**src/sv/iso8601_datetime_parser_unit_macros.svh**
```systemverilog
`ifndef ISO8601_DATETIME_PARSER_UNIT_MACROS_SVH
`define ISO8601_DATETIME_PARSER_UNIT_MACROS_SVH

// Same-cycle implication, off while reset is asserted.
`define ISODT_ASSERT_NOW(lbl, clk, rst_n, ante, cons, msg) \
	lbl: assert property (@(posedge clk) disable iff (!rst_n) (ante) |-> (cons)) \
		else $error(msg);

// Next-cycle implication, off while reset is asserted.
`define ISODT_ASSERT_NEXT(lbl, clk, rst_n, ante, cons, msg) \
	lbl: assert property (@(posedge clk) disable iff (!rst_n) (ante) |=> (cons)) \
		else $error(msg);

`endif

```
**src/sv/isodt_pkg.sv**
```systemverilog
`timescale 1ns / 1ps

package isodt_pkg;

	// Magnitude of one parsed number
	localparam int unsigned MAG_W = 17;
	typedef logic [MAG_W-1:0] mag_t;

	// One parsed field: sign (set only for a nonzero negative value) and magnitude
	typedef struct packed {
		logic neg;
		mag_t mag;
	} field_t;

	localparam int unsigned NUM_FIELDS = 9;
	typedef field_t [NUM_FIELDS-1:0] field_arr_t;

	// Parser phases; the phase of a number is also its field slot
	typedef logic [3:0] phase_t;
	localparam phase_t PH_YEAR   = 4'd0;
	localparam phase_t PH_MONTH  = 4'd1;
	localparam phase_t PH_DAY    = 4'd2;
	localparam phase_t PH_HOUR   = 4'd3;
	localparam phase_t PH_MINUTE = 4'd4;
	localparam phase_t PH_SECOND = 4'd5;
	localparam phase_t PH_FRAC   = 4'd6;
	localparam phase_t PH_TZH    = 4'd7;
	localparam phase_t PH_TZM    = 4'd8;
	localparam phase_t PH_DONE   = 4'd9;

	// Limits
	localparam mag_t ACC_MAX    = 17'd99999;
	localparam mag_t TZ_CLAMP   = 17'd9999;
	localparam mag_t YEAR_MAX   = 17'd9999;
	localparam mag_t MONTH_MAX  = 17'd12;
	localparam mag_t HOUR_MAX   = 17'd23;
	localparam mag_t MINSEC_MAX = 17'd59;
	localparam mag_t FRAC_MAX   = 17'd999;

	// Zone offset in minutes
	typedef logic signed [20:0] tzoff_t;

	// Finished string handed from the parser to the checker
	typedef struct packed {
		logic       perr;
		field_arr_t fld;
	} snap_t;

	// Days in a month (1..12), February by leap flag
	function automatic logic [4:0] days_in_month(input logic [3:0] m, input logic leap);
		logic [4:0] d;
		if (m == 4'd2) begin
			d = leap ? 5'd29 : 5'd28;
		end else if (m inside {4'd4, 4'd6, 4'd9, 4'd11}) begin
			d = 5'd30;
		end else begin
			d = 5'd31;
		end
		return d;
	endfunction

endpackage

```
**src/sv/iso8601_datetime_parser_unit.sv**
```systemverilog
`timescale 1ns / 1ps

// Channel  Handshake                    Word
// input    char_valid / char_ready      ch: one character, zero ends the string
// output   result_valid / result_ready  valid_res, year, month, day, hour,
//                                       minute, second, millisecond, tz_offset_minutes
//
// One character per cycle sustained while no stall holds the input; a terminator
// goes from the input register to the parser snapshot register, and its result
// then to the range check and offset register, where it is offered.
// arst_n clears the parser to the start of a new string and empties all stages.
// A stalled result holds only the check stage; characters keep flowing until another
// terminator reaches the parser while the snapshot already holds a finished string.

module iso8601_datetime_parser_unit (
	input  logic               clk,
	input  logic               arst_n,
	input  logic               char_valid,
	output logic               char_ready,
	input  logic [7:0]         ch,
	output logic               result_valid,
	input  logic               result_ready,
	output logic               valid_res,
	output logic [13:0]        year,
	output logic [3:0]         month,
	output logic [4:0]         day,
	output logic [4:0]         hour,
	output logic [5:0]         minute,
	output logic [5:0]         second,
	output logic [9:0]         millisecond,
	output logic signed [20:0] tz_offset_minutes
);

	logic             s1_v_q;
	logic [7:0]       ch_s1;
	logic             p_ready;
	logic             snap_valid;
	logic             snap_ready;
	isodt_pkg::snap_t snap;

	// Input register
	assign char_ready = !s1_v_q || p_ready;

	always_ff @(posedge clk or negedge arst_n) begin
		if (!arst_n) begin
			s1_v_q <= 1'b0;
		end else if (char_ready) begin
			s1_v_q <= char_valid;
		end
	end

	always_ff @(posedge clk) begin
		if (char_valid && char_ready) begin
			ch_s1 <= ch;
		end
	end

	isodt_parser u_parser (
		.clk        (clk),
		.arst_n     (arst_n),
		.char_valid (s1_v_q),
		.char_ready (p_ready),
		.ch         (ch_s1),
		.snap_valid (snap_valid),
		.snap_ready (snap_ready),
		.snap       (snap)
	);

	isodt_check u_check (
		.clk               (clk),
		.arst_n            (arst_n),
		.snap_valid        (snap_valid),
		.snap_ready        (snap_ready),
		.snap              (snap),
		.result_valid      (result_valid),
		.result_ready      (result_ready),
		.valid_res         (valid_res),
		.year              (year),
		.month             (month),
		.day               (day),
		.hour              (hour),
		.minute            (minute),
		.second            (second),
		.millisecond       (millisecond),
		.tz_offset_minutes (tz_offset_minutes)
	);

endmodule

```
**src/sv/isodt_parser.sv**
```systemverilog
`timescale 1ns / 1ps

module isodt_parser (
	input  logic              clk,
	input  logic              arst_n,
	input  logic              char_valid,
	output logic              char_ready,
	input  logic [7:0]        ch,
	output logic              snap_valid,
	input  logic              snap_ready,
	output isodt_pkg::snap_t  snap
);

	`include "iso8601_datetime_parser_unit_macros.svh"

	localparam logic [7:0] CH_NUL   = 8'h00;
	localparam logic [7:0] CH_TAB   = 8'h09;
	localparam logic [7:0] CH_CR    = 8'h0D;
	localparam logic [7:0] CH_SPACE = 8'h20;
	localparam logic [7:0] CH_PLUS  = 8'h2B;
	localparam logic [7:0] CH_MINUS = 8'h2D;
	localparam logic [7:0] CH_DOT   = 8'h2E;
	localparam logic [7:0] CH_0     = 8'h30;
	localparam logic [7:0] CH_9     = 8'h39;
	localparam logic [7:0] CH_T     = 8'h54;
	localparam logic [7:0] CH_Z     = 8'h5A;
	localparam logic [2:0] CNT_SAT  = 3'd7;
	localparam logic [2:0] FRAC_LEN = 3'd3;

	// Parser state
	isodt_pkg::phase_t     phase_q, phase_d;
	isodt_pkg::mag_t       acc_q, acc_d;
	logic                  neg_q, neg_d;
	logic                  has_q, has_d;
	logic [2:0]            cnt_q, cnt_d;
	logic                  sign_q, sign_d;
	isodt_pkg::field_arr_t fld_q, fld_d;
	logic                  perr_q, perr_d;

	// Output snapshot
	logic                  snap_v_q;
	isodt_pkg::snap_t      snap_q;

	logic                  go;
	logic                  is_term;
	logic                  is_digit;
	logic                  is_ws;
	logic                  is_sign;
	logic                  active;
	logic                  step_ok;
	logic [2:0]            cnt_inc;
	logic [20:0]           acc_x;
	isodt_pkg::mag_t       acc_sat;
	logic [23:0]           scaled;
	isodt_pkg::mag_t       end_mag;
	logic                  end_neg;

	// Classify the character
	assign is_term  = (ch == CH_NUL);
	assign is_digit = (ch >= CH_0) && (ch <= CH_9);
	assign is_ws    = (ch == CH_SPACE) || ((ch >= CH_TAB) && (ch <= CH_CR));
	assign is_sign  = (ch == CH_PLUS) || (ch == CH_MINUS);

	// A terminator needs a free snapshot slot
	assign char_ready = !is_term || !snap_v_q || snap_ready;
	assign go         = char_valid && char_ready;
	assign active     = !perr_q && (phase_q != isodt_pkg::PH_DONE);

	// Accumulate a digit with saturation
	assign acc_x   = {4'd0, acc_q} * 21'd10 + {17'd0, ch[3:0]};
	assign acc_sat = (acc_x > {4'd0, isodt_pkg::ACC_MAX}) ? isodt_pkg::ACC_MAX
	                                                      : acc_x[16:0];
	assign cnt_inc = (cnt_q != CNT_SAT) ? cnt_q + 3'd1 : cnt_q;

	// Scale a short fraction up to milliseconds
	always_comb begin
		case (cnt_q)
			3'd1:    scaled = {7'd0, acc_q} * 24'd100;
			3'd2:    scaled = {7'd0, acc_q} * 24'd10;
			default: scaled = {7'd0, acc_q};
		endcase
	end

	assign end_mag = (phase_q == isodt_pkg::PH_FRAC) ? scaled[16:0] : acc_q;
	assign end_neg = neg_q && (end_mag != '0);

	// Next parser state for one character
	always_comb begin
		phase_d = phase_q;
		acc_d   = acc_q;
		neg_d   = neg_q;
		has_d   = has_q;
		cnt_d   = cnt_q;
		sign_d  = sign_q;
		fld_d   = fld_q;
		perr_d  = perr_q;
		step_ok = 1'b0;
		if (active) begin
			if (has_q && !is_digit) begin
				// number ends; judge the character as separator
				fld_d[phase_q] = '{neg: end_neg, mag: end_mag};
				acc_d  = '0;
				neg_d  = 1'b0;
				has_d  = 1'b0;
				cnt_d  = '0;
				sign_d = 1'b0;
				case (phase_q)
					isodt_pkg::PH_YEAR, isodt_pkg::PH_MONTH, isodt_pkg::PH_HOUR,
					isodt_pkg::PH_MINUTE, isodt_pkg::PH_TZH: begin
						if (is_term) begin
							perr_d = 1'b1;
						end else begin
							phase_d = phase_q + 4'd1;
						end
					end
					isodt_pkg::PH_DAY: begin
						if (ch == CH_T) begin
							phase_d = isodt_pkg::PH_HOUR;
						end else if (!is_term) begin
							perr_d = 1'b1;
						end
					end
					isodt_pkg::PH_SECOND, isodt_pkg::PH_FRAC: begin
						if ((phase_q == isodt_pkg::PH_SECOND) && (ch == CH_DOT)) begin
							phase_d = isodt_pkg::PH_FRAC;
						end else if (is_sign) begin
							phase_d = isodt_pkg::PH_TZH;
							sign_d  = 1'b1;
							neg_d   = (ch == CH_MINUS);
						end else if (ch == CH_Z) begin
							phase_d = isodt_pkg::PH_DONE;
						end else if (!is_term) begin
							perr_d = 1'b1;
						end
					end
					default: begin
						phase_d = isodt_pkg::PH_DONE;
					end
				endcase
			end else begin
				if (is_digit) begin
					has_d   = 1'b1;
					acc_d   = acc_sat;
					step_ok = 1'b1;
				end else if (!sign_q && is_ws) begin
					step_ok = 1'b1;
				end else if (!sign_q && is_sign) begin
					sign_d  = 1'b1;
					neg_d   = (ch == CH_MINUS);
					step_ok = 1'b1;
				end else begin
					perr_d = 1'b1;
				end
				if (step_ok) begin
					cnt_d = cnt_inc;
					if ((phase_q == isodt_pkg::PH_FRAC) && (cnt_inc > FRAC_LEN)) begin
						perr_d = 1'b1;
					end
				end
			end
		end
	end

	// Advance parser state; a terminator drops it back to the start
	always_ff @(posedge clk or negedge arst_n) begin
		if (!arst_n) begin
			phase_q <= isodt_pkg::PH_YEAR;
			acc_q   <= '0;
			neg_q   <= 1'b0;
			has_q   <= 1'b0;
			cnt_q   <= '0;
			sign_q  <= 1'b0;
			fld_q   <= '0;
			perr_q  <= 1'b0;
		end else if (go) begin
			if (is_term) begin
				phase_q <= isodt_pkg::PH_YEAR;
				acc_q   <= '0;
				neg_q   <= 1'b0;
				has_q   <= 1'b0;
				cnt_q   <= '0;
				sign_q  <= 1'b0;
				fld_q   <= '0;
				perr_q  <= 1'b0;
			end else begin
				phase_q <= phase_d;
				acc_q   <= acc_d;
				neg_q   <= neg_d;
				has_q   <= has_d;
				cnt_q   <= cnt_d;
				sign_q  <= sign_d;
				fld_q   <= fld_d;
				perr_q  <= perr_d;
			end
		end
	end

	// Hold the finished string until the checker takes it
	always_ff @(posedge clk or negedge arst_n) begin
		if (!arst_n) begin
			snap_v_q <= 1'b0;
		end else if (go && is_term) begin
			snap_v_q <= 1'b1;
		end else if (snap_ready) begin
			snap_v_q <= 1'b0;
		end
	end

	always_ff @(posedge clk) begin
		if (go && is_term) begin
			snap_q <= '{perr: perr_d, fld: fld_d};
		end
	end

	assign snap_valid = snap_v_q;
	assign snap       = snap_q;

	`ISODT_ASSERT_NEXT(a_term_restarts, clk, arst_n, go && is_term,
		phase_q == isodt_pkg::PH_YEAR && !perr_q && !has_q && fld_q == '0,
		"parser did not restart after terminator")
	`ISODT_ASSERT_NOW(a_acc_capped, clk, arst_n, 1'b1, acc_q <= isodt_pkg::ACC_MAX,
		"accumulator above saturation limit")
	`ISODT_ASSERT_NOW(a_frac_short, clk, arst_n, phase_q == isodt_pkg::PH_FRAC && !perr_q,
		cnt_q <= FRAC_LEN, "long fraction without error")
	`ISODT_ASSERT_NEXT(a_snap_hold, clk, arst_n, snap_valid && !snap_ready,
		snap_valid && $stable(snap), "stalled snapshot changed")

endmodule

```
**src/sv/isodt_check.sv**
```systemverilog
`timescale 1ns / 1ps

module isodt_check (
	input  logic              clk,
	input  logic              arst_n,
	input  logic              snap_valid,
	output logic              snap_ready,
	input  isodt_pkg::snap_t  snap,
	output logic              result_valid,
	input  logic              result_ready,
	output logic              valid_res,
	output logic [13:0]       year,
	output logic [3:0]        month,
	output logic [4:0]        day,
	output logic [4:0]        hour,
	output logic [5:0]        minute,
	output logic [5:0]        second,
	output logic [9:0]        millisecond,
	output logic signed [20:0] tz_offset_minutes
);

	isodt_pkg::field_t fy, fmo, fd, fh, fmi, fs, ff, fzh, fzm;
	logic [26:0]       prod;
	logic              div100;
	logic              leap;
	logic [4:0]        dim;
	logic              year_ok, month_ok, day_ok, hour_ok, min_ok, sec_ok, frac_ok;
	logic              ok;
	logic [13:0]       thc, tmc;
	isodt_pkg::tzoff_t th_mag, tm_mag, th_s, tm_s, th60, off;
	logic              take;

	logic              res_v_q;
	logic              valid_res_q;
	logic [13:0]       year_q;
	logic [3:0]        month_q;
	logic [4:0]        day_q;
	logic [4:0]        hour_q;
	logic [5:0]        minute_q;
	logic [5:0]        second_q;
	logic [9:0]        ms_q;
	isodt_pkg::tzoff_t off_q;

	assign fy  = snap.fld[isodt_pkg::PH_YEAR];
	assign fmo = snap.fld[isodt_pkg::PH_MONTH];
	assign fd  = snap.fld[isodt_pkg::PH_DAY];
	assign fh  = snap.fld[isodt_pkg::PH_HOUR];
	assign fmi = snap.fld[isodt_pkg::PH_MINUTE];
	assign fs  = snap.fld[isodt_pkg::PH_SECOND];
	assign ff  = snap.fld[isodt_pkg::PH_FRAC];
	assign fzh = snap.fld[isodt_pkg::PH_TZH];
	assign fzm = snap.fld[isodt_pkg::PH_TZM];

	// Leap year: y*5243 >> 19 is y/100 for y below 43690; a zero remainder
	// leaves a low part under 5243
	assign prod   = fy.mag[13:0] * 13'd5243;
	assign div100 = (prod[18:0] < 19'd5243);
	assign leap   = (fy.mag[1:0] == 2'b00) && (!div100 || (prod[20:19] == 2'b00));
	assign dim    = isodt_pkg::days_in_month(fmo.mag[3:0], leap);

	// Range checks
	assign year_ok  = !fy.neg && (fy.mag != '0) && (fy.mag <= isodt_pkg::YEAR_MAX);
	assign month_ok = !fmo.neg && (fmo.mag != '0) && (fmo.mag <= isodt_pkg::MONTH_MAX);
	assign day_ok   = !fd.neg && (fd.mag != '0) && (fd.mag <= {12'd0, dim});
	assign hour_ok  = !fh.neg && (fh.mag <= isodt_pkg::HOUR_MAX);
	assign min_ok   = !fmi.neg && (fmi.mag <= isodt_pkg::MINSEC_MAX);
	assign sec_ok   = !fs.neg && (fs.mag <= isodt_pkg::MINSEC_MAX);
	assign frac_ok  = !ff.neg && (ff.mag <= isodt_pkg::FRAC_MAX);
	assign ok = !snap.perr && year_ok && month_ok && day_ok && hour_ok && min_ok &&
	            sec_ok && frac_ok;

	// Zone offset: clamp both parts, hour*60 then add or subtract minutes
	assign thc    = (fzh.mag > isodt_pkg::TZ_CLAMP) ? isodt_pkg::TZ_CLAMP[13:0] : fzh.mag[13:0];
	assign tmc    = (fzm.mag > isodt_pkg::TZ_CLAMP) ? isodt_pkg::TZ_CLAMP[13:0] : fzm.mag[13:0];
	assign th_mag = {7'd0, thc};
	assign tm_mag = {7'd0, tmc};
	assign th_s   = fzh.neg ? -th_mag : th_mag;
	assign tm_s   = fzm.neg ? -tm_mag : tm_mag;
	assign th60   = (th_s <<< 6) - (th_s <<< 2);
	assign off    = fzh.neg ? (th60 - tm_s) : (th60 + tm_s);

	// Result register
	assign snap_ready = !res_v_q || result_ready;
	assign take       = snap_valid && snap_ready;

	always_ff @(posedge clk or negedge arst_n) begin
		if (!arst_n) begin
			res_v_q <= 1'b0;
		end else if (snap_ready) begin
			res_v_q <= snap_valid;
		end
	end

	// Zero every field of a failed parse
	always_ff @(posedge clk) begin
		if (take) begin
			valid_res_q <= ok;
			year_q      <= ok ? fy.mag[13:0] : '0;
			month_q     <= ok ? fmo.mag[3:0] : '0;
			day_q       <= ok ? fd.mag[4:0] : '0;
			hour_q      <= ok ? fh.mag[4:0] : '0;
			minute_q    <= ok ? fmi.mag[5:0] : '0;
			second_q    <= ok ? fs.mag[5:0] : '0;
			ms_q        <= ok ? ff.mag[9:0] : '0;
			off_q       <= ok ? off : '0;
		end
	end

	assign result_valid      = res_v_q;
	assign valid_res         = valid_res_q;
	assign year              = year_q;
	assign month             = month_q;
	assign day               = day_q;
	assign hour              = hour_q;
	assign minute            = minute_q;
	assign second            = second_q;
	assign millisecond       = ms_q;
	assign tz_offset_minutes = off_q;

endmodule
```
**config.mk**
```make
export PLATFORM = sky130hd
export DESIGN_NAME = iso8601_datetime_parser_unit
export DESIGN_NICKNAME = d
export VERILOG_FILES = /design/src/sv/isodt_pkg.sv /design/src/sv/iso8601_datetime_parser_unit.sv /design/src/sv/isodt_parser.sv /design/src/sv/isodt_check.sv
export VERILOG_INCLUDE_DIRS = /design/src /design/src/sv
export SDC_FILE = /design/constraint.sdc
export NUM_CORES = 1
export LEC_CHECK = 0
export BUFFER_PORTS_ARGS = -buffer_cell sky130_fd_sc_hd__buf_2
export CORE_ASPECT_RATIO = 0.5
export CORE_MARGIN = 3
export CORE_UTILIZATION = 50
export DETAILED_ROUTE_END_ITERATION = 6
export PLACE_DENSITY = 0.78
export REMOVE_ABC_BUFFERS = 1
export SLEW_MARGIN = 25
export SYNTH_ARGS = -nofsm -noshare
export SYNTH_HDL_FRONTEND = slang
export SYNTH_SLANG_ARGS = --single-unit
```
**constraint.sdc**
```tcl
create_clock -name clk -period 7.8 [get_ports clk]
set_clock_uncertainty 0.2 [all_clocks]
set_input_delay 0.39 -clock clk [delete_from_list [all_inputs] [get_ports clk]]
set_output_delay 0.39 -clock clk [all_outputs]
set_load 0.02 [all_outputs]
```
==> results.txt, run 1 <==
Seq/Total Area, Yosys: 44.3%
core area: 53,000 µm²
Final Cycle Share: 91.4%
die width: 337 µm
Worst Setup Slack, final: 0.668 ns
DRC violations left: 0
CP Data Arrival Time: 7.32 ns
fill count: 4,386
global-route wire length before repair: 107,000 µm
Post-Syn Area: 27,400 µm²
hpwl dp: 44,500 µm
Synth Area in XOR/XNOR: 2.49%
die area: 57,800 µm²
DR iter-0 viols: 1,774
register area: 12,100 µm²
R2R setup slack: 0.67 ns
Crit-path slowest cell: edfxtp_1
largest family of logic cells by synthesized area: compound AO/OA/AOI/OAI gates
layout cells sized above 1: 8.49%
Final min period: 7.13 ns
compound-cell area share of the yosys netlist: 19.0%
Rows: 59
CTS buffer count: 41
Rel. slew slack: 26.2%
status: complete, no violations
Synth Area in Simple Gates: 13.1%
CP required: 7.99 ns
FF-to-FF path depth: 28
setup violators final: 0
cell area power density: 155 nW/µm²
die height: 171 µm
RSZ-0062 raised after global routing: false
r2r endpoint: u_check.tz_offset_minutes[3]$_SDFFCE_PN0P_
final hold violation count: 0
Total GRT Usage: 22.8%
fin util: 56.7%
P&R area growth vs syn: 9.84%
vias: 20,900
Mapped Cells: 2,697
worst vdd ir: 0.136 mV
CTS tree: yes
multiplexer share of the synthesized area: 0.548%
Yosys warnings: 0
Initial Util: 51.7%
Critical Setup Path Class: reg -> reg
Adder-Cell Fraction of Synth Area: 15.5%
placed cell count: 3,407
wirelength, routed: 66,300 µm
final cell count without fillers: 3,491
CTS sink cnt: 436
grt total ovfl: 0
initial antenna violation count: 4
gpl congestion: 0.932
Final Max Slew Viols: 0
CTS clk-pin slew, worst paths: 0.07 ns
total power: 0.00467 W
worst min-delay path class: in -> async
Final nets: 3,067
WL/cell: 19.0 µm
Yosys cell types: 85
CP bufs+invs: 7
reg-to-reg startpoint: u_parser.snap[10]$_DFFE_PP_
leak pwr: 12.9 nW
Crit path top cell by count: inv_1
ys async rst share: 44.3%
number of synthesized flops with an enable pin: 243
Critical Path End Type: register
depth of the CTS H-tree: 2
port buffer count: 85
Fmax: 140 MHz
# IOs: 86
Crit path largest cell delay: 0.60 ns
drt first pass iters: 5
CP delay by family, top: adder cells
Vias/cell: 6.00
CTS root buffer: clkbuf_16
Primary FF master, synth: edfxtp_1
Yosys reg bits: 436
# diodes: 0
Crit Path Max Fanout: 35
largest net degree at the start of global routing: 106
post-cts sizing count: 0
CTS Buffer Depth: 3
DRT antenna net count: 0
maxcap violations: 0
worst-skew pair later-pin latency: 0.56 ns
vias in the first global route: 20,500
Fin Setup TNS: 0 ns
Multi-input gate area: 13,900 µm²
pre-CTS WS: 0.793 ns
Worst setup SP type: register
Worst-Margin Slew: 1.11 ns
Post-Syn Area per Cell: 10.2 µm²
-- metrics by stage --
stage	instance area (µm²)	hold WS (ns)
final	30100	0.240
after detailed placement	28600	0.282
after global routing	30100	0.321
after global placement	28600	0.262
after CTS	30100	0.298
after floorplan	27000	-0.106
-- layer usage --
metal	up-vias	wire length (µm)	GRT usage, %
li1	9887	-	-
met1	10200	29200	31.1
met2	706	30700	37.5
met3	106	4700	4.36
met4	4	1690	6.69
met5	-	27	0
-- cell families (layout without fill, tap and decap cells) --
| group | Yosys count | in the layout |
|---|---|---|
| compound gates | 766 | 766 |
| simple gates | 735 | 735 |
| flops | 436 | 436 |
| buf+inv | 374 | 467 |
| fa+ha+maj | 295 | 295 |
| xor+xnor | 77 | 77 |
| mux | 14 | 14 |
-- cell type report --
class,count,share of cell area [%]
well taps,701,2.92
repair buffers,129,2.63
clock buffers,58,4.00
flip-flops and latches,436,40.3
inverters,265,3.32
multi-input cells,1887,46.2
clock inverters,15,0.574
-- worst max-delay path by stage --
stage	slack [ns]	end	depth (start not counted)	from
after CTS	0.74	u_check.tz_offset_minutes[3]$_SDFFCE_PN0P_	28	u_parser.snap[10]$_DFFE_PP_
after global routing	0.005	u_check.tz_offset_minutes[19]$_SDFFCE_PN0P_	23	u_parser.snap[132]$_DFFE_PP_
after global placement	0.96	u_check.tz_offset_minutes[19]$_SDFFCE_PN0P_	25	u_parser.snap[132]$_DFFE_PP_
after floorplan	-0.42	u_parser.acc_q[12]$_DFFE_PN0P_	7	ch_s1[1]$_DFFE_PP_
after detailed placement	0.79	u_check.tz_offset_minutes[3]$_SDFFCE_PN0P_	28	u_parser.snap[10]$_DFFE_PP_
final	0.67	u_check.tz_offset_minutes[3]$_SDFFCE_PN0P_	28	u_parser.snap[10]$_DFFE_PP_
-- power breakdown --
group | internal (W) | switching [W]
registers | 0.00242 | 0.0000106
logic | 0.0000520 | 0.000122
clock network | 0.00116 | 0.000904
total | 0.00363 | 0.00104
-- flip-flops by register name, indices dropped and copies added, names as in the netlist, 6 cells and up --
signal	cells
u_check.tz_offset_minutes	21
u_check.year	14
ch_s1	8
u_parser.acc_q	17
u_parser.fld_q	162
u_parser.snap	163
u_check.millisecond	10
u_check.minute	6
u_check.second	6
-- cell usage in the layout, fill, tap and decap left out, types with 9 or more instances in the layout --
cell type,synthesis,layout
edfxtp_1,243,243
o211ai_1,13,13
a211oi_1,13,13
a22oi_1,13,12
fa_1,74,74
o21a_1,17,17
a21oi_1,135,134
buf_2,4,84
buf_4,0,33
nor2_1,172,172
clkbuf_16,0,43
o21ai_0,226,226
o21bai_1,9,9
and2_1,43,41
nand4_1,26,26
or3_1,26,26
dfrtp_1,193,193
a22o_1,160,160
xor2_1,27,27
ha_1,221,221
and3_1,14,14
o31ai_1,14,14
nand2_1,249,248
nor2b_1,19,19
or2_2,9,9
o2111ai_1,10,10
nand3_1,36,36
nand2b_1,25,25
nor3_1,37,36
xnor2_1,49,49
a21o_1,28,28
dlygate4sd3_1,0,11
inv_1,264,263
o22ai_1,10,10
nor4_1,25,25
a31oi_1,22,21
or4_1,13,13
-- cells in the mapped netlist, drive strengths merged (7+ instances only) --
cell type | number | area share, %
nor3b | 7 | 0.19
a22o | 160 | 5.1
fa | 74 | 5.4
a311oi | 7 | 0.22
nor3 | 37 | 0.68
o2111ai | 10 | 0.32
clkbuf | 103 | 1.4
and3 | 14 | 0.32
o31ai | 14 | 0.38
a31oi | 22 | 0.50
o22ai | 10 | 0.23
o21ai | 235 | 4.3
a21oi | 135 | 2.5
and2 | 44 | 1.0
nand2b | 25 | 0.57
mux2 | 8 | 0.33
edfxtp | 243 | 27
ha | 221 | 10
xnor2 | 50 | 1.6
a211oi | 15 | 0.45
o21bai | 9 | 0.25
inv | 264 | 3.6
a22oi | 14 | 0.40
nor4 | 26 | 0.62
dfrtp | 193 | 18
a32o | 8 | 0.29
nand4 | 26 | 0.59
nand2 | 250 | 3.4
or3 | 29 | 0.72
o21a | 17 | 0.47
o211ai | 13 | 0.36
nand3 | 36 | 0.66
xor2 | 27 | 0.86
or2 | 9 | 0.21
nor2 | 174 | 2.4
or4 | 13 | 0.36
nor2b | 19 | 0.43
a21o | 28 | 0.77
-- repair_timing --
item | CTS | global route
setup buffers | 0 | 0
endpoints found under the hold margin | 105 | 0
hold buffers | 11 | 0
Note: power is estimated with default switching activity, not from simulation.
==> run 2, diff against run 1 <==
Settings changed: BUFFER_PORTS_ARGS -buffer_cell sky130_fd_sc_hd__buf_2 to -buffer_cell sky130_fd_sc_hd__buf_4, MAX_ROUTING_LAYER set to met4, PLACE_DENSITY 0.78 to 0.66.
==> results.txt, run 2 (synthesized netlist as in run 1, its figures left out) <==
Crit path top cell by count: a21oi_1
most frequent cells in the layout: inv_1 (263), nand2_1 (248), edfxtp_1 (243), o21ai_0 (226), ha_1 (221)
Final nets: 3,068 (+0.033%)
Worst-Margin Slew: 1.17 ns (+0.0593 ns)
post-CTS setup buffers: 0 (unchanged)
Worst Setup Slack, final: 0.732 ns (+0.0631 ns)
pre-CTS WS: 0.815 ns (+0.0219 ns)
WL/cell: 19.0 µm (-0.19%)
Final Max Slew Viols: 0 (unchanged)
DRT antenna net count: 0 (unchanged)
max reg flops: 163 (unchanged)
busiest grt layer: met2
P&R area growth vs syn: 11.0%
die area: 57,800 µm² (unchanged)
status: finished with violations
Critical Path End Type: register
CTS buffer count: 41 (unchanged)
Fmax: 141 MHz (+0.89%)
CTS clk-pin slew, worst paths: 0.07 ns (about the same)
Critical Setup Path Class: reg -> reg
Rel. slew slack: 22.3% (-4.0 points)
GR Util met2: 36.1% (-1.4 points)
Final min period: 7.07 ns (-0.0631 ns)
# IOs: 86 (unchanged)
gpl congestion: 0.896 (-3.9%)
RSZ-0062 raised after global routing: false
DRC violations left: 2 (+2)
die height: 171 µm (unchanged)
total power: 0.00475 W (+1.8%)
hpwl dp: 45,300 µm (+1.6%)
routing usage on met1: 34.2% (+3.1 points)
WHS: 0.217 ns (-0.0236 ns)
Worst setup SP type: register
Crit path largest cell delay: 0.63 ns (+0.03 ns)
final hold violation count: 0 (unchanged)
crit path launch: u_parser.snap[132]$_DFFE_PP_
Total GRT Usage: 23.9% (+1.1 points)
CTS Buffer Depth: 3 (unchanged)
initial antenna violation count: 5 (+1)
depth of the CTS H-tree: 2 (unchanged)
vias: 20,600 (-1.7%)
crit path capture: u_check.tz_offset_minutes[20]$_SDFFCE_PN0P_
Final Cycle Share: 90.6% (-0.81 points)
Rows: 59 (unchanged)
fill count: 4,549 (+3.7%)
die width: 337 µm (unchanged)
maxcap violations: 0 (unchanged)
grt total ovfl: 0 (unchanged)
CP delay by family, top: compound AO/OA/AOI/OAI gates
commonest non-fill, non-tap cell in the layout: inv_1
CP Data Arrival Time: 7.15 ns (-0.17 ns)
Crit-path slowest cell: or4_1
port buffer count: 85 (unchanged)
core area: 53,000 µm² (unchanged)
r2r endpoint: u_check.tz_offset_minutes[20]$_SDFFCE_PN0P_
R2R setup slack: 0.73 ns (+0.06 ns)
DR iter-0 viols: 1,691 (-4.7%)
Critical Path Stages: 28 (unchanged)
reg-to-reg startpoint: u_parser.snap[132]$_DFFE_PP_
drt first pass iters: 7 (+2)
wirelength, routed: 66,300 µm (about the same)
worst min-delay path class: in -> async
CTS tree: yes
worst-skew pair later-pin latency: 0.57 ns (about the same)
worst vdd ir: 0.142 mV (+4.0%)
Crit Path Max Fanout: 7 (-80%)
CTS root buffer: clkbuf_16
CTS sink cnt: 436 (unchanged)
failing checks: DRC
GRT met3 Usage: 3.86% (-0.50 points)
global-route wire length before repair: 107,000 µm (+0.23%)
FF-to-FF path depth: 28 (unchanged)
Initial Util: 51.7% (unchanged)
vias in the first global route: 19,800 (-3.5%)
CP bufs+invs: 2 (-5)
cell area power density: 156 nW/µm² (+0.69%)
largest net degree at the start of global routing: 97 (-8.5%)
layout cells sized above 1: 8.59% (+0.095 points)
Vias/cell: 5.88 (-2.0%)
CP required: 7.89 ns (-0.10 ns)
leak pwr: 13.1 nW (+1.5%)
setup violators final: 0 (unchanged)
## run 2: cell count changes in the layout (fill, tap and decap cells not counted), sizes merged
cell and delta:
bufinv +3, clkinvlp -1, clkinv +2, inv +1
clkbuf -2, diode +5, buf +1
## run 2: layout make-up
| type | count | area, µm² | area share (%) |
|---|---|---|---|
| Clock buffer | 56 | 1150 | 3.79 |
| Sequential cell | 436 | 12100 | 39.9 |
| Tap cell | 701 | 877 | 2.88 |
| Inverter | 265 | 1000 | 3.29 |
| Clock inverter | 20 | 273 | 0.897 |
| Timing Repair Buffer | 130 | 1040 | 3.44 |
| Antenna cell | 5 | 12.5 | 0.0412 |
| Multi-Input combinational cell | 1887 | 13900 | 45.8 |
## run 2: metrics by stage
| stage | TNS, ns | cells | util [%] | area, µm² |
|---|---|---|---|---|
| floorplan | -4.40 | 2588 | - | 27000 |
| global placement | 0 | 3405 | 54.3 | 28800 |
| detailed placement | 0 | 3406 | 54.3 | 28800 |
| CTS | 0 | 3493 | 57.2 | 30300 |
| global route | 0 | 3498 | 57.4 | 30400 |
| finish | 0 | 3500 | 57.4 | 30400 |
## run 2: worst min-delay path by stage
stage	to	slack [ns]	from
6_report	u_parser.acc_q[16]$_DFFE_PN0P_	0.22	arst_n
5_1_grt	u_parser.fld_q[47]$_DFFE_PN0P_	0.25	arst_n
4_1_cts	u_parser.fld_q[47]$_DFFE_PN0P_	0.21	arst_n
3_5_place_dp	u_parser.fld_q[47]$_DFFE_PN0P_	0.25	arst_n
3_3_place_gp	u_parser.acc_q[15]$_DFFE_PN0P_	0.24	arst_n
2_1_floorplan	s1_v_q$_DFFE_PN0N_	-0.11	arst_n
## run 2: metal layers
metal | wire length, µm | up-vias
met2 | 29400 | 512
met1 | 32000 | 10100
met3 | 3720 | 86
met5 | 0 | -
li1 | - | 9902
met4 | 1180 | 0
## run 2: power breakdown
| part | leakage (nW) | total, W | switching [W] | internal, W |
|---|---|---|---|---|
| Clock | 0.700 | 0.00214 | 0.000916 | 0.00122 |
| Sequential | 4.91 | 0.00243 | 0.0000108 | 0.00242 |
| Combinational | 7.47 | 0.000179 | 0.000123 | 0.0000557 |
| Total | 13.1 | 0.00475 | 0.00105 | 0.00370 |
## run 2: repair_timing
item,in CTS,in global routing
hold buffers,11,0
resized for setup,0,0
endpoints found under the hold margin,76,0
